[src/rtl/core/tecp_fifo.sv]
module tecp_fifo
#(
    parameter int WIDTH = 8,
    parameter int DEPTH = 2
)
(
    input  logic             clk,
    input  logic             rst_n,
    input  logic             in_valid,
    output logic             in_ready,
    input  logic [WIDTH-1:0] in_data,
    output logic             out_valid,
    input  logic             out_ready,
    output logic [WIDTH-1:0] out_data
);

    localparam int AW = (DEPTH > 1) ? $clog2(DEPTH) : 1;
    localparam int NW = $clog2(DEPTH + 1);

    logic [WIDTH-1:0] slot_reg [DEPTH];
    logic [AW-1:0]    wr_ptr_reg;
    logic [AW-1:0]    rd_ptr_reg;
    logic [NW-1:0]    count_reg;
    logic [AW-1:0]    wr_ptr_next;
    logic [AW-1:0]    rd_ptr_next;
    logic [NW-1:0]    count_next;
    logic             push;
    logic             pop;

    assign in_ready  = count_reg != NW'(DEPTH);
    assign out_valid = count_reg != '0;
    assign out_data  = slot_reg[rd_ptr_reg];
    assign push      = in_valid && in_ready;
    assign pop       = out_valid && out_ready;

    // Pointer and fill-level update.
    always_comb
    begin
        wr_ptr_next = wr_ptr_reg;
        rd_ptr_next = rd_ptr_reg;
        count_next  = count_reg;
        if (push)
        begin
            wr_ptr_next = (wr_ptr_reg == AW'(DEPTH - 1)) ? '0 : wr_ptr_reg + AW'(1);
        end
        if (pop)
        begin
            rd_ptr_next = (rd_ptr_reg == AW'(DEPTH - 1)) ? '0 : rd_ptr_reg + AW'(1);
        end
        if (push && !pop)
        begin
            count_next = count_reg + NW'(1);
        end
        else if (pop && !push)
        begin
            count_next = count_reg - NW'(1);
        end
    end

    always_ff @(posedge clk or negedge rst_n)
    begin
        if (!rst_n)
        begin
            wr_ptr_reg <= '0;
            rd_ptr_reg <= '0;
            count_reg  <= '0;
        end
        else
        begin
            wr_ptr_reg <= wr_ptr_next;
            rd_ptr_reg <= rd_ptr_next;
            count_reg  <= count_next;
        end
    end

    // Entry storage.
    always_ff @(posedge clk)
    begin
        if (push)
        begin
            slot_reg[wr_ptr_reg] <= in_data;
        end
    end

endmodule

[config.mk]
export PLATFORM = sky130hd
export DESIGN_NAME = tecp_fifo
export DESIGN_NICKNAME = d
export VERILOG_FILES = /design/src/rtl/core/tecp_fifo.sv
export SDC_FILE = /design/constraint.sdc
export NUM_CORES = 1
export LEC_CHECK = 0
export ABC_AREA = 1
export BUFFER_PORTS_ARGS = -buffer_cell sky130_fd_sc_hd__clkbuf_2
export CELL_PAD_IN_SITES_DETAIL_PLACEMENT = 1
export CELL_PAD_IN_SITES_GLOBAL_PLACEMENT = 2
export CORE_MARGIN = 2
export CORE_UTILIZATION = 34
export DETAILED_ROUTE_END_ITERATION = 7
export PLACE_DENSITY_LB_ADDON = 0.1
export SYNTH_ARGS = -nofsm -noshare
export SYNTH_HDL_FRONTEND = slang
export SYNTH_SLANG_ARGS = --single-unit
[constraint.sdc]
create_clock -name clk -period 3.35 [get_ports clk]
set_input_delay 0.67 -clock clk [delete_from_list [all_inputs] [get_ports clk]]
set_output_delay 0.67 -clock clk [all_outputs]
set_load 0.02 [all_outputs]
==> metrics.log <==
[metrics] maximum number of pins on one net before global-route repair: 12
[metrics] CTS tree: yes
[metrics] count of hold buffers inserted by post-cts repair: 0
[metrics] worst min-delay path category: primary input to asynchronous set/reset pin
[metrics] count of unresolved DRC violations after routing: 0
[metrics] Routed Antenna Nets: 0
[metrics] instance area at placement: 955.9 sq um
[metrics] max-capacitance violation count: 0
[metrics] Pre-antenna DRT Iters: 2
[metrics] first-pass GRT wire length: 2166 um
[metrics] async set-or-reset flop fraction in the synthesized netlist: 20.00%
[metrics] final instance area: 982.2 sq um
[metrics] initial antenna violation count: 0
[metrics] cell count after synthesis: 70
[metrics] row cnt: 17
[metrics] number of placed instances with taps included: 118
[metrics] total die area: 2843 sq um
[metrics] total count of hold-check failures in the final report: 0
[metrics] max-slew violations: 0
[metrics] n_diodes: 0
[metrics] Worst Slack Setup Final: 1.357 ns
[metrics] Routed WL: 1357 um
[metrics] leakage power figure: 0.4622 nW
[metrics] pre-CTS worst setup slack: 1.550 ns
[metrics] final core occ: 43.56%
[metrics] clock latency of the later-clocked register in the worst-skew pair: 0.29 ns
[metrics] Horiz. Die Dim: 53.32 um
[metrics] grt total ovfl: 0
[metrics] Primary FF master, synth: sky130_fd_sc_hd__edfxtp_1
[metrics] power density relative to cell area: 883.0 nW/um^2
[metrics] HPWL reported at the end of detailed placement: 1024 um
[metrics] via count of the first global-routing pass: 510
[metrics] area growth from synthesis to layout: 18.76%
[metrics] syn_nets: 83
[metrics] First DRT Iteration DRCs: 7
[metrics] average routed wire per standard cell: 11.12 um
[metrics] Setup TNS: 0 ns
[metrics] CP arrival: 1.32 ns
[metrics] clk slew on worst S/H paths: 0.10 ns
[metrics] maximum achievable frequency: 501.7 MHz
[metrics] IR Drop Worst-Case VDD: 0.3959 mV
[metrics] overall fraction of global-route tracks in use: 11.21%
[metrics] worst hold margin: 0.1751 ns
[metrics] via count of the routed design: 522
[metrics] #FFs+latches synth: 20
[metrics] layout cell share with drive strength beyond 1: 34.04%
[metrics] reg-to-reg setup timing slack: 1.79 ns
[metrics] cell accounting for the most synthesized area: sky130_fd_sc_hd__edfxtp_1
[metrics] top cell type's share of synthesized area: 58.09%
[metrics] critical path class: flip-flop to output port
[metrics] measured slew at the worst slew-check pin: 0.7506 ns
[metrics] Worst Path Max Fanout: 10
[metrics] count of different cell masters after synthesis: 14
[metrics] post-CTS setup repair buffer count: 0
[metrics] total power consumption of the routed design: 867.3 uW
[metrics] crit share post-route: 59.50%
[metrics] final cell count without fillers: 122
[metrics] EDFF count, synth: 16
[metrics] post-CTS resize count: 0
[metrics] gp weighted congestion: 0.6663
[metrics] Die Height: 53.32 um
[metrics] cell types occupying the most area after synthesis: sky130_fd_sc_hd__edfxtp_1, sky130_fd_sc_hd__nand2_1, sky130_fd_sc_hd__dfrtp_1
[metrics] H-tree depth reported by CTS: 1
[metrics] Min Clock Period, post-route: 1.993 ns
[metrics] cells along the critical path: inv_2, nand2_1, nand2_1, clkbuf_2
[metrics] flip-flop count of the largest register, all copies and words added: 16
[metrics] cell repeated most along the worst path: sky130_fd_sc_hd__nand2_1
[metrics] CP Data Required Time: 2.68 ns
[metrics] synthesized area divided by synthesized cell count: 11.81 sq um
[metrics] launching element type of the critical path: flip-flop
[metrics] number of buffers on the longest clock path: 2
[metrics] RSZ-0062 raised after global routing: no
[metrics] critical path endpoint category: output port
[metrics] run status: finished, final reports clean
[metrics] post-synthesis cell area: 827.0 sq um
[metrics] sequential fraction of the synthesis area: 70.20%
[metrics] effective utilization at floorplan: 36.68%
[metrics] final worst clock skew: 0.008406 ns
[metrics] Num CTS Buffers: 3
[metrics] slew margin rel.: 49.78%
[metrics] IO Pins: 22
[metrics] Slowest Stage Delay on Critical Path: 0.52 ns
[metrics] CTS root buf: sky130_fd_sc_hd__clkbuf_4
[metrics] nets: 108
[metrics] Synth warnings: 0
[metrics] worst-path cell with the longest stage delay: sky130_fd_sc_hd__dfrtp_1
[metrics] vias per cell: 4.279
[metrics] Final setup violation count: 0
[metrics] clock sink count: 20
[metrics] port buffer count: 21
[metrics] placeable core area: 2255 sq um
-- path summary, 6_finish.rpt --
path | startpoint | end | depth (start not counted)
worst max-delay path | rd_ptr_reg$_DFFE_PN0P_ | out_data[2] | 4
worst min-delay path | rst_n | rd_ptr_reg$_DFFE_PN0P_ | 1
worst max register to register | count_reg[0]$_DFFE_PN0P_ | slot_reg[0][2]$_DFFE_PP_ | 4
worst min register to register | count_reg[0]$_DFFE_PN0P_ | count_reg[0]$_DFFE_PN0P_ | 1
max in group asynchronous | rst_n | count_reg[1]$_DFFE_PN0P_ | 1
min in group clk | count_reg[0]$_DFFE_PN0P_ | count_reg[0]$_DFFE_PN0P_ | 1
-- power breakdown --
part           internal [mW]  switching (mW)  leakage [nW]
combinational          0.117           0.244         0.251
clock                 0.0462          0.0666        0.0150
sequential             0.347          0.0459         0.196
total                  0.510           0.357         0.462
-- cell families after synthesis --
family                   count (synthesis)  share of synthesized area [%]
XOR/XNOR                                 2                          3.026
adder cells (fa/ha/maj)                  1                          1.513
buffers and inverters                    8                          4.538
flip-flops                              20                          70.20
AND/OR/NAND/NOR                         39                          20.73
-- cell usage in the layout, fill, tap and decap left out, drive strengths merged --
cell type   n
clkbuf     25
dfrtp       4
edfxtp     16
ha          1
inv         7
nand2      34
nand3       2
nand4       1
nor2        2
xnor2       1
xor2        1
-- critical path: cells and delay by family, from the launching register on --
kind	cells	cell delay, ns
flops	1	0.52
simple gates	2	0.14
buf+inv	2	0.38
-- cells in the mapped netlist, types with 2 or more instances --
master and number:
sky130_fd_sc_hd__dfrtp_1 4, sky130_fd_sc_hd__edfxtp_1 16, sky130_fd_sc_hd__inv_1 4, sky130_fd_sc_hd__inv_2 3, sky130_fd_sc_hd__nand2_1 30, sky130_fd_sc_hd__nand2_2 2, sky130_fd_sc_hd__nand2_4 2, sky130_fd_sc_hd__nand3_1 2
sky130_fd_sc_hd__nor2_1 2
-- layer usage --
metal | vias up | track usage (%) | part of all wire [%]
li1 | 271 | - | -
met1 | 236 | 13.95 | 45
met2 | 13 | 17.70 | 50
met3 | 2 | 2.542 | 3.5
met4 | 0 | 6.410 | 0.96
met5 | - | 0 | 0
-- area by class of cell --
cell class	instances	area, sq um
tap	28	35.03
clock buffer	4	26.28
multi-input combinational	42	209.0
fill	269	1272
timing repair buffer	21	105.1
inverter	7	26.28
sequential	20	580.6
Note: power is estimated with default switching activity, not from simulation.
