File: config.mk
export PLATFORM = sky130hd
export DESIGN_NAME = tecp_front_flat
export DESIGN_NICKNAME = d
export VERILOG_FILES = /design/src/rtl/core/tecp_pkg.sv /design/src/rtl/core/tecp_if.sv /design/src/rtl/core/tecp_front.sv /design/src/flat_wrapper.sv
export SDC_FILE = /design/constraint.sdc
export NUM_CORES = 1
export LEC_CHECK = 0
export BUFFER_PORTS_ARGS = -buffer_cell sky130_fd_sc_hd__buf_2
export CORE_UTILIZATION = 30
export DETAILED_ROUTE_END_ITERATION = 8
export GPL_ROUTABILITY_DRIVEN = 0
export MAX_ROUTING_LAYER = met4
export REMOVE_ABC_BUFFERS = 1
export SLEW_MARGIN = 20
export SYNTH_ARGS = -nofsm -noshare
export SYNTH_HDL_FRONTEND = slang
export SYNTH_SLANG_ARGS = --single-unit
File: constraint.sdc
create_clock -name clk -period 19.05 [get_ports clk]
set_input_delay 1.905 -clock clk [delete_from_list [all_inputs] [get_ports clk]]
set_output_delay 1.905 -clock clk [all_outputs]
set_load 0.005 [all_outputs]
File: src/rtl/core/tecp_pkg.sv
package tecp_pkg;

    // Fixed widths of the payload and the configuration port.
    localparam int DATA_W    = 64;
    localparam int COORD_W   = 12;
    localparam int DIM_W     = 13;
    localparam int CFG_IDX_W = 3;

    // Configuration register indexes.
    localparam logic [CFG_IDX_W-1:0] CFG_FORMAT  = 3'd0;
    localparam logic [CFG_IDX_W-1:0] CFG_IMAGE_W = 3'd1;
    localparam logic [CFG_IDX_W-1:0] CFG_IMAGE_H = 3'd2;
    localparam logic [CFG_IDX_W-1:0] CFG_TEX_W   = 3'd3;
    localparam logic [CFG_IDX_W-1:0] CFG_TEX_H   = 3'd4;

    // Texture formats.
    typedef enum logic [2:0] {
        FMT_DXT1       = 3'd0,
        FMT_DXT3       = 3'd1,
        FMT_DXT5       = 3'd2,
        FMT_DXT5_YCOCG = 3'd3,
        FMT_A8         = 3'd4,
        FMT_RGB8       = 3'd5,
        FMT_RGBA8      = 3'd6,
        FMT_ARGB8      = 3'd7
    } fmt_t;

    // Size of one format block.
    typedef enum logic [1:0] {
        BW_1  = 2'd0,
        BW_4  = 2'd1,
        BW_8  = 2'd2,
        BW_16 = 2'd3
    } bw_t;

    // Where the data of a texture block comes from.
    typedef enum logic [1:0] {
        KIND_IMAGE = 2'd0,
        KIND_EDGE  = 2'd1,
        KIND_LINE  = 2'd2
    } kind_t;

    localparam fmt_t              RESET_FMT = FMT_RGBA8;
    localparam logic [DIM_W-1:0]  RESET_DIM = 13'd1;

    // One classified texture block, passed from the front to the back.
    typedef struct packed {
        logic [DATA_W-1:0]  lo;
        logic [DATA_W-1:0]  hi;
        logic [COORD_W-1:0] column;
        logic [COORD_W-1:0] row;
        kind_t              kind;
        logic               last;
        logic               edge_update;
    } item_t;

    // Block size of a format.
    function automatic bw_t block_width(input fmt_t fmt);
        bw_t bw;
        unique case (fmt)
            FMT_DXT1:                          bw = BW_8;
            FMT_DXT3, FMT_DXT5, FMT_DXT5_YCOCG: bw = BW_16;
            FMT_A8:                            bw = BW_1;
            default:                           bw = BW_4;
        endcase
        return bw;
    endfunction

endpackage

File: src/rtl/core/tecp_if.sv
// Input slot channel: one source block per texture block.
interface tecp_slot_if import tecp_pkg::*; ();
    logic              valid;
    logic              ready;
    logic [DATA_W-1:0] block_low;
    logic [DATA_W-1:0] block_high;

    modport source (output valid, block_low, block_high, input ready);
    modport sink (input valid, block_low, block_high, output ready);
endinterface


// Configuration write channel.
interface tecp_cfg_if import tecp_pkg::*; ();
    logic                 valid;
    logic                 ready;
    logic [CFG_IDX_W-1:0] index;
    logic [DIM_W-1:0]     data;

    modport source (output valid, index, data, input ready);
    modport sink (input valid, index, data, output ready);
endinterface

File: src/rtl/core/tecp_front.sv
module tecp_front import tecp_pkg::*;
#(
    parameter int MAX_TEXTURE_SIZE = 4096
)
(
    input  logic                                clk,
    input  logic                                rst_n,
    tecp_cfg_if.sink                            cfg,
    tecp_slot_if.sink                           slot,
    output item_t                               item,
    output logic [$clog2(MAX_TEXTURE_SIZE)-1:0] line_index,
    output logic                                item_valid,
    input  logic                                item_ready
);

    localparam int CW  = $clog2(MAX_TEXTURE_SIZE);
    localparam int DW  = $clog2(MAX_TEXTURE_SIZE + 1);
    localparam int NW  = DW + 1;
    localparam int EW0 = $clog2(3 * MAX_TEXTURE_SIZE + 4);
    localparam int EW  = (EW0 > DIM_W) ? EW0 : DIM_W;
    localparam logic [EW-1:0] MAX_E = EW'(MAX_TEXTURE_SIZE);

    // Clamp a dimension to one up to a limit.
    function automatic logic [EW-1:0] clamp_dim(input logic [EW-1:0] v,
                                                 input logic [EW-1:0] hi);
        logic [EW-1:0] r;
        if (v == '0)
        begin
            r = EW'(1);
        end
        else if (v > hi)
        begin
            r = hi;
        end
        else
        begin
            r = v;
        end
        return r;
    endfunction

    // Number of block columns that cover a width in pixels.
    function automatic logic [EW-1:0] cols_of(input logic [EW-1:0] w, input fmt_t fmt);
        logic [EW-1:0] w1;
        logic [EW-1:0] r;
        w1 = w + EW'(1);
        if (fmt <= FMT_DXT5_YCOCG)
        begin
            r = (w + EW'(3)) >> 2;
        end
        else if (fmt == FMT_RGB8)
        begin
            r = (w1 + (w1 << 1)) >> 2;
        end
        else
        begin
            r = w;
        end
        return r;
    endfunction

    // Number of block rows that cover a height in pixels.
    function automatic logic [EW-1:0] rows_of(input logic [EW-1:0] h, input fmt_t fmt);
        logic [EW-1:0] r;
        if (fmt <= FMT_DXT5_YCOCG)
        begin
            r = (h + EW'(3)) >> 2;
        end
        else
        begin
            r = h;
        end
        return r;
    endfunction

    fmt_t             fmt_reg;
    logic [DIM_W-1:0] img_w_reg;
    logic [DIM_W-1:0] img_h_reg;
    logic [DIM_W-1:0] tex_w_reg;
    logic [DIM_W-1:0] tex_h_reg;
    logic             stale_reg;

    logic [DW-1:0]    cols_reg;
    logic [DW-1:0]    rows_reg;
    logic [DW-1:0]    img_cols_reg;
    logic [DW-1:0]    img_rows_reg;
    bw_t              bw_reg;

    logic [DW-1:0]    cols_next;
    logic [DW-1:0]    rows_next;
    logic [DW-1:0]    img_cols_next;
    logic [DW-1:0]    img_rows_next;

    logic [CW-1:0]    col_reg;
    logic [CW-1:0]    row_reg;
    logic [CW-1:0]    col_next;
    logic [CW-1:0]    row_next;

    logic             cfg_write;
    logic             accept;

    logic [NW-1:0]    col_eff;
    logic [NW-1:0]    row_eff;
    logic [NW-1:0]    row_wrap;
    logic [NW-1:0]    col_inc;
    logic [NW-1:0]    row_inc;
    logic             col_over;
    logic             end_row;
    logic             end_frame;
    logic             in_rows;
    logic             in_cols;
    logic [DATA_W-1:0] data_lo;
    logic [DATA_W-1:0] data_hi;

    assign cfg.ready = 1'b1;
    assign cfg_write = cfg.valid && cfg.ready;

    // Configuration registers.
    always_ff @(posedge clk or negedge rst_n)
    begin
        if (!rst_n)
        begin
            fmt_reg   <= RESET_FMT;
            img_w_reg <= RESET_DIM;
            img_h_reg <= RESET_DIM;
            tex_w_reg <= RESET_DIM;
            tex_h_reg <= RESET_DIM;
        end
        else if (cfg_write)
        begin
            unique case (cfg.index)
                CFG_FORMAT:  fmt_reg   <= fmt_t'(cfg.data[2:0]);
                CFG_IMAGE_W: img_w_reg <= cfg.data;
                CFG_IMAGE_H: img_h_reg <= cfg.data;
                CFG_TEX_W:   tex_w_reg <= cfg.data;
                CFG_TEX_H:   tex_h_reg <= cfg.data;
                default:     ;
            endcase
        end
    end

    // Block grid derived from the configuration.
    always_comb
    begin
        logic [EW-1:0] tw;
        logic [EW-1:0] th;
        logic [EW-1:0] iw;
        logic [EW-1:0] ih;
        tw            = clamp_dim(EW'(tex_w_reg), MAX_E);
        th            = clamp_dim(EW'(tex_h_reg), MAX_E);
        iw            = clamp_dim(EW'(img_w_reg), tw);
        ih            = clamp_dim(EW'(img_h_reg), th);
        cols_next     = DW'(cols_of(tw, fmt_reg));
        rows_next     = DW'(rows_of(th, fmt_reg));
        img_cols_next = DW'(cols_of(iw, fmt_reg));
        img_rows_next = DW'(rows_of(ih, fmt_reg));
    end

    // The grid register follows the configuration in the cycle after it changes.
    always_ff @(posedge clk)
    begin
        cols_reg     <= cols_next;
        rows_reg     <= rows_next;
        img_cols_reg <= img_cols_next;
        img_rows_reg <= img_rows_next;
        bw_reg       <= block_width(fmt_reg);
    end

    // Slots are held back for the cycle in which the grid is being refreshed.
    always_ff @(posedge clk or negedge rst_n)
    begin
        if (!rst_n)
        begin
            stale_reg <= 1'b1;
        end
        else
        begin
            stale_reg <= cfg_write;
        end
    end

    assign item_valid = slot.valid && !stale_reg;
    assign slot.ready = item_ready && !stale_reg;
    assign accept     = slot.valid && slot.ready;

    // Position of this slot, wrapped onto the current grid, and the next position.
    always_comb
    begin
        col_over  = NW'(col_reg) >= NW'(cols_reg);
        col_eff   = col_over ? '0 : NW'(col_reg);
        row_wrap  = NW'(row_reg) + NW'(col_over);
        row_eff   = (row_wrap >= NW'(rows_reg)) ? '0 : row_wrap;
        col_inc   = col_eff + NW'(1);
        row_inc   = row_eff + NW'(1);
        end_row   = col_inc >= NW'(cols_reg);
        end_frame = row_inc >= NW'(rows_reg);
        if (end_row)
        begin
            col_next = '0;
            row_next = end_frame ? '0 : CW'(row_inc);
        end
        else
        begin
            col_next = CW'(col_inc);
            row_next = CW'(row_eff);
        end
    end

    always_ff @(posedge clk or negedge rst_n)
    begin
        if (!rst_n)
        begin
            col_reg <= '0;
            row_reg <= '0;
        end
        else if (accept)
        begin
            col_reg <= col_next;
            row_reg <= row_next;
        end
    end

    // Bytes beyond the format block are dropped.
    always_comb
    begin
        unique case (bw_reg)
            BW_1:
            begin
                data_lo = {56'd0, slot.block_low[7:0]};
                data_hi = '0;
            end
            BW_4:
            begin
                data_lo = {32'd0, slot.block_low[31:0]};
                data_hi = '0;
            end
            BW_8:
            begin
                data_lo = slot.block_low;
                data_hi = '0;
            end
            BW_16:
            begin
                data_lo = slot.block_low;
                data_hi = slot.block_high;
            end
            default:
            begin
                data_lo = slot.block_low;
                data_hi = '0;
            end
        endcase
    end

    // Classification of the slot.
    always_comb
    begin
        in_rows = row_eff < NW'(img_rows_reg);
        in_cols = col_eff < NW'(img_cols_reg);
        item.lo          = data_lo;
        item.hi          = data_hi;
        item.column      = COORD_W'(col_eff);
        item.row         = COORD_W'(row_eff);
        item.last        = end_row && end_frame;
        item.edge_update = in_rows && in_cols && (col_inc == NW'(img_cols_reg));
        if (!in_rows)
        begin
            item.kind = KIND_LINE;
        end
        else if (in_cols)
        begin
            item.kind = KIND_IMAGE;
        end
        else
        begin
            item.kind = KIND_EDGE;
        end
    end

    assign line_index = CW'(col_eff);

    // The image area never reaches past the texture.
    grid_fits: assert property (@(posedge clk) disable iff (!rst_n)
        !stale_reg |-> (img_cols_reg <= cols_reg) && (img_rows_reg <= rows_reg))
        else $error("image grid larger than texture grid");

    // A configuration write blocks the slot channel for one cycle.
    cfg_blocks: assert property (@(posedge clk) disable iff (!rst_n)
        cfg_write |=> !slot.ready)
        else $error("slot taken while grid refreshes");

    // The final block of a frame returns the position to the origin.
    frame_wraps: assert property (@(posedge clk) disable iff (!rst_n)
        (accept && item.last) |=> (col_reg == '0) && (row_reg == '0))
        else $error("position not at origin after last block");

endmodule

File: src/flat_wrapper.sv
// flat-port wrapper written by rule: the top's interface ports become plain ports
module tecp_front_flat import tecp_pkg::*;
#(
    parameter int MAX_TEXTURE_SIZE = 4096
)
  (clk, rst_n, item, line_index, item_valid, item_ready, cfg_valid, cfg_index, cfg_data, cfg_ready, slot_valid, slot_block_low, slot_block_high, slot_ready);
  tecp_cfg_if cfg_i ();
  tecp_slot_if slot_i ();
  input  logic clk;
  input  logic rst_n;
  output item_t item;
  output logic [$clog2(MAX_TEXTURE_SIZE)-1:0] line_index;
  output logic item_valid;
  input  logic item_ready;
  input wire logic [$bits(cfg_i.valid)-1:0] cfg_valid;
  input wire logic [$bits(cfg_i.index)-1:0] cfg_index;
  input wire logic [$bits(cfg_i.data)-1:0] cfg_data;
  output wire logic [$bits(cfg_i.ready)-1:0] cfg_ready;
  input wire logic [$bits(slot_i.valid)-1:0] slot_valid;
  input wire logic [$bits(slot_i.block_low)-1:0] slot_block_low;
  input wire logic [$bits(slot_i.block_high)-1:0] slot_block_high;
  output wire logic [$bits(slot_i.ready)-1:0] slot_ready;
  assign cfg_i.valid = cfg_valid;
  assign cfg_i.index = cfg_index;
  assign cfg_i.data = cfg_data;
  assign cfg_ready = cfg_i.ready;
  assign slot_i.valid = slot_valid;
  assign slot_i.block_low = slot_block_low;
  assign slot_i.block_high = slot_block_high;
  assign slot_ready = slot_i.ready;
  tecp_front #(.MAX_TEXTURE_SIZE(MAX_TEXTURE_SIZE)) u_core (.clk(clk), .rst_n(rst_n), .cfg(cfg_i), .slot(slot_i), .item(item), .line_index(line_index), .item_valid(item_valid), .item_ready(item_ready));
endmodule
==> results of run 1 <==
cell type report:
| class | count | area [sq um] |
|---|---|---|
| tap | 525 | 657 |
| antenna | 4 | 10.0 |
| sequential | 134 | 3090 |
| clock inverter | 12 | 130 |
| fill | 4136 | 25300 |
| clock buffer | 20 | 489 |
| timing repair buffer | 313 | 1600 |
| inverter | 88 | 330 |
| multi-input combinational | 1198 | 8450 |
synthesized netlist by cell type, drive strengths merged, types with 5 or more instances:
library cell    n
a21oi          76
xor2           33
nand3          49
dfrtp          73
clkbuf         61
nor2b          41
or2             9
o22ai           5
nand2         125
xnor2          65
mux2i          17
o31ai          13
nand4          22
and3           79
o21bai          5
o221ai         11
nor3           38
nand3b          7
a221oi          5
o21ai          75
nand2b         11
o211ai         10
a211oi          6
a31oi          17
buf            32
inv            87
nor3b           5
or3            10
o21a            5
dfstp           7
and2           58
ha            132
a22oi           5
nor2          109
dfxtp          54
and4            8
mux2           55
nor4           17
a21o           25
placed cells by master (no fill, tap or decap), types with 5 or more instances in the layout:
cell type | netlist | final
a21oi_1 | 76 | 76
a31oi_1 | 17 | 17
nand3_1 | 48 | 48
buf_2 | 8 | 301
a22oi_1 | 5 | 5
and3_1 | 78 | 78
o221ai_1 | 11 | 11
dfrtp_1 | 73 | 73
xnor2_1 | 63 | 63
o21ai_0 | 74 | 74
nand2b_1 | 11 | 11
o22ai_1 | 5 | 5
nand4_1 | 22 | 22
dfstp_2 | 7 | 7
xor2_1 | 32 | 32
or2_2 | 7 | 7
and4_1 | 8 | 8
dfxtp_1 | 54 | 52
mux2_2 | 55 | 55
nor3b_1 | 5 | 5
a21o_1 | 25 | 25
nand2_1 | 123 | 123
nor2b_1 | 41 | 41
or3_1 | 10 | 10
ha_1 | 132 | 132
o211ai_1 | 10 | 10
o21a_1 | 5 | 5
mux2i_1 | 17 | 17
inv_1 | 86 | 86
o31ai_1 | 13 | 13
clkbuf_16 | 0 | 19
nor3_1 | 37 | 37
nand3b_1 | 7 | 7
and2_1 | 57 | 57
buf_4 | 22 | 12
nor2_1 | 108 | 107
nor4_1 | 13 | 13
o21bai_1 | 5 | 5
tightest hold or removal path, stage by stage (launching register included):
cell     delay [ps]
dfrtp_1         350
nor2_1           50
nor2_1           90
how the worst min path moves through the flow:
stage	startpoint	endpoint	cells after the start
detailed placement	u_core.tex_h_reg[0]	u_core.tex_h_reg[0]	2
floorplan	u_core.fmt_reg[0]	u_core.bw_reg[0]	1
global placement	u_core.row_reg[0]	u_core.row_reg[0]	2
CTS	u_core.row_reg[0]	u_core.row_reg[0]	2
finish	u_core.row_reg[0]	u_core.row_reg[0]	2
global route	u_core.fmt_reg[0]	u_core.fmt_reg[0]	1
per-stage QoR:
step	worst slack, ps	cell area, sq um
floorplan	10580	11900
global placement	9820	14100
detailed placement	9430	14100
CTS	8890	14700
global route	8160	14800
finish	8760	14800
kinds of logic after synthesis:
family          share of synthesized area [%]
xor+xnor                                 7.24
other cells                            0.0304
flops                                    25.1
compound gates                           15.7
simple gates                             25.5
mux                                      6.41
buf+inv                                  6.33
fa+ha+maj                                13.7
routing by layer:
layer / track usage (%) / vias up / wire (microns) / part of all wire [%]
met3: 3.07 / 84 / 2950 / 5.9
met1: 27.1 / 5856 / 19800 / 40
li1: - / 5852 / - / -
met4: 8.34 / 0 / 1760 / 3.5
met5: - / - / 0 / 0
met2: 42.0 / 544 / 25100 / 51
where the power goes:
part | switching [mW] | internal (mW) | total, mW
Combinational | 0.709 | 0.506 | 1.22
Sequential | 0.100 | 0.369 | 0.470
Clock | 0.143 | 0.203 | 0.346
Total | 0.953 | 1.08 | 2.03
==> impl_metrics.tcl, run 1 <==
set metrics [dict create \
    run_status "completed" \
    cts_made_buffers 17 \
    worst_path_most_repeated_cell "ha_1" \
    slew_headroom_pct 23.7 \
    dp_cells 2258 \
    post-route-drc-count 0 \
    timing.final.max_slew_violations 0 \
    detailedPlacementHpwl_mm 41.0 \
    final_hold_slack_ps 525 \
    synth_cell_type_count 86 \
    critical_path.max_stage_delay_ps 790 \
    final_min_period_over_clock_period_pct 54.0 \
    mappedNetlistArea_sq_um 12300 \
    maxClockFrequency_ghz 0.0972 \
    postSynthRegisterBits 134 \
    timing.critical_path.slowest_stage_cell "a21oi_1" \
    width_of_the_die_microns 205 \
    timing.setup.critical_path_class "register to output port" \
    grtUsageTotal_pct 23.7 \
    start_kind "register" \
    grt_first_pass_wirelength_mm 72.8 \
    cts_tree "done" \
    cts.path.max_buffers 2 \
    die_area_sq_um 41900 \
    drive_gt1_share_pct 24.9 \
    detail_route.iter0.violations 1050 \
    ys_seq_area_share_pct 25.1 \
    avgSynthCellArea_sq_um 8.14 \
    critPathBufInv 5 \
    post_drt_wl_per_cell_microns 21.7 \
    endpoint_kind "output port" \
    p_leak_nw 7.08 \
    layout-area-overhead-vs-synth_pct 19.8 \
    synth-warning-count 0 \
    synthArstFlopShare_pct 59.7 \
    number_of_global_route_vias_before_repair 11909 \
    cts_root_buffer "clkbuf_16" \
    worst_r2r_endpoint "u_core.row_reg[1]" \
    final.min_clock_period_ps 10290 \
    path_depth 32 \
    grt_antenna_before_repair 9 \
    final_cell_count_no_fill 2294 \
    routed_via_density 5.38 \
    count_of_tritonroute_iterations_in_the_first_routing_pass 5 \
    setup.worst_path.start "u_core.col_reg[0]" \
    finalSetupViolCount 0 \
    hold_path.class "register to register" \
    rsz0062_at_grt "false" \
    die-height_microns 205 \
    timing.critical_path.to "item[1]" \
    ant_nets 0 \
    hold_buffers 0 \
    drt_wl_total_mm 49.7 \
    timing.final.hold_violations 0 \
    post-layout-total-power_mw 2.03 \
    final.setup.tns_ps 0 \
    num_rows 73 \
    post_synth_main_area_contributors "dfrtp_1 (15%), ha_1 (13%), dfxtp_1 (8.8%), mux2_2 (5.0%), xnor2_1 (4.5%)" \
    ios 320 \
    cts.reportedPaths.clkPinSlew_ps 70 \
    worst_skew_pair.late_latency_ps 430 \
    synth_top_cell_by_area "dfrtp_1" \
    worst-slew-pin-transition_ps 1130 \
    worst_ep_arrival_time_ps 8380 \
    synthDominantCellAreaShare_pct 14.8 \
    max_cap_violations 0 \
    start_util_pct 30.7 \
    layout.nets 2035 \
    core-area_sq_um 40100 \
    route.vias.total 12336 \
    finish.utilization_pct 36.8 \
    rrSetupSlack_ps 10280 \
    finalClockSkew_ps 13.3 \
    htree_num_levels 4 \
    cp_top_family "compound AO/OA/AOI/OAI gates" \
    port-buffer-count 302 \
    worstPathRequired_ps 17140 \
    peakVddDrop_mv 0.0694 \
    powerDensity_nw_per_um2 138 \
    maximum_number_of_pins_on_one_net_before_global_route_repair 98 \
    post_synth_edffs 0 \
    post-cts-setup-buffer-count 0 \
    post_syn_instances 1513 \
    grt.overflow.total 0 \
    cp_max_fo 15 \
    reg2reg_from "u_core.col_reg[0]" \
    post_cts_resize_count 0 \
    synth-main-ff-cell "dfrtp_1" \
    cts.sinks 134 \
    worstRegToRegCells 33 \
]
Power figures use the tool's default switching activity.
==> run 2: changes to the inputs <==
--- a/config.mk
+++ b/config.mk
@@ -5,6 +5,7 @@
 export SDC_FILE = /design/constraint.sdc
 export NUM_CORES = 1
 export LEC_CHECK = 0
+export ABC_AREA = 1
 export BUFFER_PORTS_ARGS = -buffer_cell sky130_fd_sc_hd__buf_2
 export CORE_UTILIZATION = 30
 export DETAILED_ROUTE_END_ITERATION = 8
==> constraint.sdc (replaced) <==
create_clock -name clk -period 9.1 [get_ports clk]
set_input_delay 0.91 -clock clk [delete_from_list [all_inputs] [get_ports clk]]
set_output_delay 0.91 -clock clk [all_outputs]
set_load 0.005 [all_outputs]
==> impl_metrics.tcl, run 2 <==
set metrics [dict create \
    max_cap_violations 0 \
    maxClockFrequency_ghz 0.125 \
    post_synth_mux_area_share_pct 0 \
    timing.final.max_slew_violations 0 \
    final_cell_count_no_fill 2795 \
    sequential_group_share_of_total_power_pct 20.4 \
    dp_cells 2760 \
    yosys-top-cells-count "nand2_1 (411), inv_1 (396), nor2_1 (225), o21ai_0 (142), ha_1 (132)" \
    slew_headroom_pct 27.2 \
    synth_cell_type_count 60 \
    cts_tree "done" \
    finalClockSkew_ps 17.9 \
    layout.nets 2523 \
    final_hold_slack_ps 406 \
    start_kind "register" \
    drive_gt1_share_pct 18.5 \
    run_status "completed" \
    power_share_of_the_combinational_group_pct 61.9 \
    post-route-drc-count 0 \
    avgSynthCellArea_sq_um 6.44 \
    powerDensity_nw_per_um2 293 \
    dpl_worst_slack_ps 1630 \
    final.setup.tns_ps 0 \
    finish.utilization_pct 36.5 \
    core-area_sq_um 41900 \
    netSwitchingPower_mw 2.26 \
    timing.setup.critical_path_class "register to output port" \
    cts.sinks 134 \
    final.min_clock_period_ps 8020 \
    synth_top_cell_by_area "dfrtp_1" \
    critical_path.max_stage_delay_ps 450 \
    timing.critical_path.slowest_stage_cell "dfrtp_1" \
    grtUsageTotal_pct 23.4 \
    ys_seq_area_share_pct 24.2 \
    cp_max_fo 15 \
    maximum_number_of_pins_on_one_net_before_global_route_repair 67 \
    worstPathRequired_ps 8190 \
    reg2reg_from "u_core.col_reg[3]" \
    rsz0062_at_grt "false" \
    endpoint_kind "output port" \
    count_of_tritonroute_iterations_in_the_first_routing_pass 7 \
    post_synth_edffs 0 \
    worst_path_most_repeated_cell "nand2_1" \
    route.vias.total 13835 \
    postSynthRegisterBits 134 \
    p_leak_nw 8.71 \
    mostFrequentLayoutCell "nand2_1" \
    synth-adder-area-share_pct 13.3 \
    timing.final.ws_setup_ps 1080 \
    hold_path.class "input pin to async pin" \
    ios 320 \
    setup.worst_path.start "u_core.col_reg[3]" \
    clockPowerShare_pct 17.7 \
    synth-warning-count 0 \
    width_of_the_die_microns 208 \
    final_min_period_over_clock_period_pct 88.1 \
    grt.overflow.total 0 \
    xor_xnor_portion_of_the_synthesized_cell_area_pct 3.50 \
    num_rows 75 \
    layout-area-overhead-vs-synth_pct 19.9 \
    mostFrequentLayoutCells "nand2_1 (410), inv_1 (395), buf_2 (301)" \
    detail_route.iter0.violations 972 \
    post-cts-setup-buffer-count 0 \
    htree_num_levels 4 \
    ant_nets 0 \
    seqCellArea_sq_um 3090 \
    peakVddDrop_mv 0.157 \
    synth_simple_gate_area_share_pct 30.1 \
    hold_buffers 0 \
    cts_root_buffer "clkbuf_16" \
    mappedNetlistArea_sq_um 12800 \
    multi_input_comb_area_sq_um 7780 \
    combinational_family_with_the_most_area_after_synthesis "simple AND/OR/NAND/NOR gates" \
    synthDominantCellAreaShare_pct 14.3 \
    synth-main-ff-cell "dfrtp_1" \
    grt_antenna_before_repair 5 \
    worst_ep_arrival_time_ps 7110 \
    post_drt_wl_per_cell_microns 17.8 \
    post-synth-top-count-cell "nand2_1" \
    synth_compound_gate_area_share_pct 14.1 \
    net_sw_share_pct 50.3 \
    post_cts_resize_count 0 \
    port-buffer-count 302 \
    internal_power_mw 2.23 \
    post_synth_main_area_contributors "dfrtp_1 (14%), ha_1 (13%), nand2_1 (12%), inv_1 (12%), dfxtp_1 (8.5%)" \
    filler_cell_count 4540 \
    number_of_global_route_vias_before_repair 13546 \
    grt_first_pass_wirelength_mm 76.3 \
    worst-slew-pin-transition_ps 1090 \
    drt_wl_total_mm 49.6 \
    synthArstFlopShare_pct 59.7 \
    post_syn_instances 1981 \
    worst_skew_pair.late_latency_ps 450 \
    cts.path.max_buffers 2 \
    finalSetupViolCount 0 \
    cts.reportedPaths.clkPinSlew_ps 70 \
    die_area_sq_um 43300 \
    timing.final.hold_violations 0 \
    cts_made_buffers 17 \
    start_util_pct 30.4 \
    detailedPlacementHpwl_mm 41.4 \
    routed_via_density 4.95 \
    die-height_microns 208 \
]
-- run 2: cell count changes in the layout (fill, tap and decap cells not counted), sizes merged, moves of 55 or more --
cell | before | now
inv | 94 | 409
nand2 | 125 | 428
nor2 | 109 | 244
nand3 | 49 | 129
and3 | 79 | 2
o21ai | 75 | 150
xnor2 | 65 | 7
and2 | 58 | 2
mux2 | 55 | 0
-- run 2: path summary, 6_finish.rpt --
check / end / slack [ps] / cells after the start
max: item[1] / 1080 / 37
min: u_core.row_reg[0] / 410 / 1
max reg2reg: u_core.row_reg[4] / 1730 / 37
min reg2reg: u_core.tex_h_reg[0] / 500 / 2
max in group asynchronous: u_core.img_h_reg[5] / 7640 / 2
min in group clk: u_core.tex_h_reg[0] / 500 / 2
-- run 2: power by group through the flow --
| stage | logic, mW | clock network, mW | registers [mW] |
|---|---|---|---|
| after CTS | 2.77 | 0.807 | 0.908 |
| after detailed placement | 2.75 | 0 | 0.917 |
| after global routing | 3.16 | 0.834 | 0.929 |
| final | 2.78 | 0.794 | 0.912 |
| after floorplan | 1.92 | 0 | 0.868 |
| after global placement | 2.68 | 0 | 0.913 |
-- run 2: per-layer routing --
layer	track usage [%]	routed length (microns)
met1	26.3	20600
met2	42.1	25100
met3	2.79	2280
met4	9.27	1650
met5	-	0
-- run 2: cell families after synthesis --
family / after synthesis
fa+ha+maj: 134
other cells: 1
buf+inv: 472
flops: 134
xor+xnor: 51
simple gates: 874
compound gates: 315
-- run 2: final cells by class --
cell class              instances  share of cell area (%)
multi-input cells            1375                    50.9
flip-flops and latches        134                    20.2
repair buffers                306                    10.1
inverters                     406                    9.97
well taps                     539                    4.41
clock buffers                  17                    2.78
clock inverters                15                    1.56
diodes                          3                  0.0491
-- run 2: worst max-delay path: cells and delay by family, from the launching register on --
| kind | cells | cell delay [ps] |
|---|---|---|
| adder cells (fa/ha/maj) | 6 | 1680 |
| flip-flops | 1 | 450 |
| buffers and inverters | 5 | 350 |
| AO/OA/AOI/OAI | 2 | 270 |
| AND/OR/NAND/NOR | 24 | 3930 |
-- run 2: metrics by stage --
stage	cell area (sq um)	power, mW
final	15300	4.48
after global routing	15300	4.92
after CTS	15300	4.48
after detailed placement	14600	3.66
after global placement	14600	3.60
after floorplan	12400	2.79
==> run 3: changes to the inputs <==
--- a/config.mk
+++ b/config.mk
@@ -7,6 +7,7 @@
 export LEC_CHECK = 0
 export ABC_AREA = 1
 export BUFFER_PORTS_ARGS = -buffer_cell sky130_fd_sc_hd__buf_2
+export CORE_ASPECT_RATIO = 0.75
 export CORE_UTILIZATION = 30
 export DETAILED_ROUTE_END_ITERATION = 8
 export GPL_ROUTABILITY_DRIVEN = 0
==> constraint.sdc (replaced) <==
create_clock -name clk -period 10.3 [get_ports clk]
set_input_delay 1.03 -clock clk [delete_from_list [all_inputs] [get_ports clk]]
set_output_delay 1.03 -clock clk [all_outputs]
set_load 0.005 [all_outputs]
==> impl_metrics.tcl, run 3 (synthesized netlist as in run 2, its figures left out) <==
set metrics [dict create \
    timing.setup.critical_path_class "register to output port" \
    grt.overflow.total 0 \
    grtUsageTotal_pct 20.9 \
    finalClockSkew_ps 11.5 \
    peakVddDrop_mv 0.0922 \
    drt_wl_total_mm 44.9 \
    ios 320 \
    grt_first_pass_wirelength_mm 69.2 \
    start_util_pct 30.4 \
    start_kind "register" \
    cp_max_fo 15 \
    cts.reportedPaths.clkPinSlew_ps 60 \
    die_area_sq_um 43400 \
    post-route-drc-count 0 \
    final.setup.tns_ps 0 \
    worst_r2r_endpoint "u_core.row_reg[7]" \
    run_status "completed" \
    cts_tree "done" \
    cts_made_buffers 17 \
    final.min_clock_period_ps 8320 \
    core-area_sq_um 42000 \
    sequential_group_share_of_total_power_pct 21.2 \
    slew_headroom_pct 28.5 \
    setup.worst_path.start "u_core.col_reg[7]" \
    rrSetupSlack_ps 2780 \
    endpoint_kind "output port" \
    netSwitchingPower_mw 1.99 \
    hold_path.class "input pin to async pin" \
    post_drt_wl_per_cell_microns 15.9 \
    cts.path.max_buffers 2 \
    worstRegToRegCells 40 \
    dpl_cell_area_sq_um 14700 \
    max_cap_violations 0 \
    grt_antenna_before_repair 5 \
    final_min_period_over_clock_period_pct 80.8 \
    ant_nets 0 \
    num_rows 65 \
    post-layout-total-power_mw 3.86 \
    worst_path_most_repeated_cell "nand2_1" \
    timing.critical_path.to "item[1]" \
    drive_gt1_share_pct 18.4 \
    worst-slew-pin-transition_ps 1070 \
    maxClockFrequency_ghz 0.120 \
    net_sw_share_pct 51.6 \
    width_of_the_die_microns 240 \
    worstPathRequired_ps 9270 \
    port-buffer-count 302 \
    cts_root_buffer "clkbuf_16" \
    worst_skew_pair.late_latency_ps 440 \
    finalSetupViolCount 0 \
    timing.final.hold_violations 0 \
    reg2reg_from "u_core.col_reg[7]" \
    rsz0062_at_grt "false" \
    critical_path.max_stage_delay_ps 440 \
    routed_via_density 4.87 \
    layout.nets 2524 \
    internal_power_mw 1.87 \
    post_cts_resize_count 0 \
    maximum_number_of_pins_on_one_net_before_global_route_repair 71 \
    count_of_tritonroute_iterations_in_the_first_routing_pass 5 \
    multi_input_comb_area_sq_um 7780 \
    hold_buffers 0 \
    power_share_of_the_combinational_group_pct 63.7 \
    layout-area-overhead-vs-synth_pct 19.5 \
    detailedPlacementHpwl_mm 37.1 \
    timing.final.max_slew_violations 0 \
    powerDensity_nw_per_um2 253 \
    clockPowerShare_pct 15.1 \
    number_of_global_route_vias_before_repair 12823 \
    dpl_worst_slack_ps 2620 \
    p_leak_nw 8.65 \
    final_cell_area_excluding_filler_cells_sq_um 15200 \
    detail_route.iter0.violations 1128 \
    timing.critical_path.slowest_stage_cell "nor2_1" \
    mostFrequentLayoutCell "nand2_1" \
    timing.final.ws_setup_ps 1980 \
    seqCellArea_sq_um 3090 \
    post-cts-setup-buffer-count 0 \
    cts.sinks 134 \
    filler_cell_count 4558 \
    mostFrequentLayoutCells "nand2_1 (410), inv_1 (395), buf_2 (301)" \
    htree_num_levels 4 \
    worst_ep_arrival_time_ps 7290 \
    route.vias.total 13761 \
    die-height_microns 181 \
]
==> run 3: changes by cell type in the layout (fill, tap and decap cells not counted), moves of 2 or more <==
cell / before / now
bufinv_16: 5 / 1
clkinv_4: 1 / 3
clkinvlp_4: 2 / 6
diode_2: 3 / 5
inv_8: 3 / 0
==> run 3: per-stage QoR <==
stage | hold slack (ps) | util, % | std cells
detailed placement | 481 | 34.9 | 2791
finish | 403 | 36.3 | 2828
global placement | 469 | 34.9 | 2791
CTS | 386 | 36.3 | 2823
floorplan | 453 | - | 1915
global route | 398 | 36.3 | 2828
==> run 3: layer usage <==
layer,share of wire (%),vias up,track usage (%)
li1,-,6812,-
met1,46,6312,28.3
met2,43,579,31.3
met3,8.1,58,3.52
met4,2.2,0,6.75
met5,0,-,-
==> run 3: power groups by stage <==
stage | sequential (mW) | combinational, mW | clock, mW
global route | 0.835 | 2.78 | 0.615
detailed placement | 0.824 | 2.42 | 0
CTS | 0.814 | 2.43 | 0.595
floorplan | 0.767 | 1.70 | 0
finish | 0.819 | 2.46 | 0.582
global placement | 0.819 | 2.37 | 0
==> run 3: area by class of cell <==
cell class	count	area share, %
clock inverters	13	0.813
repair buffers	307	10.2
diodes	5	0.0821
flip-flops and latches	134	20.3
well taps	569	4.67
inverters	406	10.0
clock buffers	19	2.91
multi-input cells	1375	51.0
==> run 3: worst max-delay path: cells and delay by family, from the launching register on <==
| family | cells | cell delay [ps] |
|---|---|---|
| AO/OA/AOI/OAI | 3 | 420 |
| adder cells (fa/ha/maj) | 6 | 1590 |
| buffers and inverters | 8 | 550 |
| flip-flops | 1 | 420 |
| AND/OR/NAND/NOR | 23 | 3870 |
==> run 3: worst min path at each step <==
| stage | to | slack (ps) | cells after the start |
|---|---|---|---|
| after floorplan | u_core.tex_h_reg[2] | 450 | 2 |
| final | u_core.img_w_reg[4] | 400 | 1 |
| after detailed placement | u_core.tex_h_reg[2] | 480 | 2 |
| after global placement | u_core.tex_h_reg[6] | 470 | 2 |
| after CTS | u_core.img_w_reg[4] | 390 | 1 |
| after global routing | u_core.img_w_reg[4] | 400 | 1 |
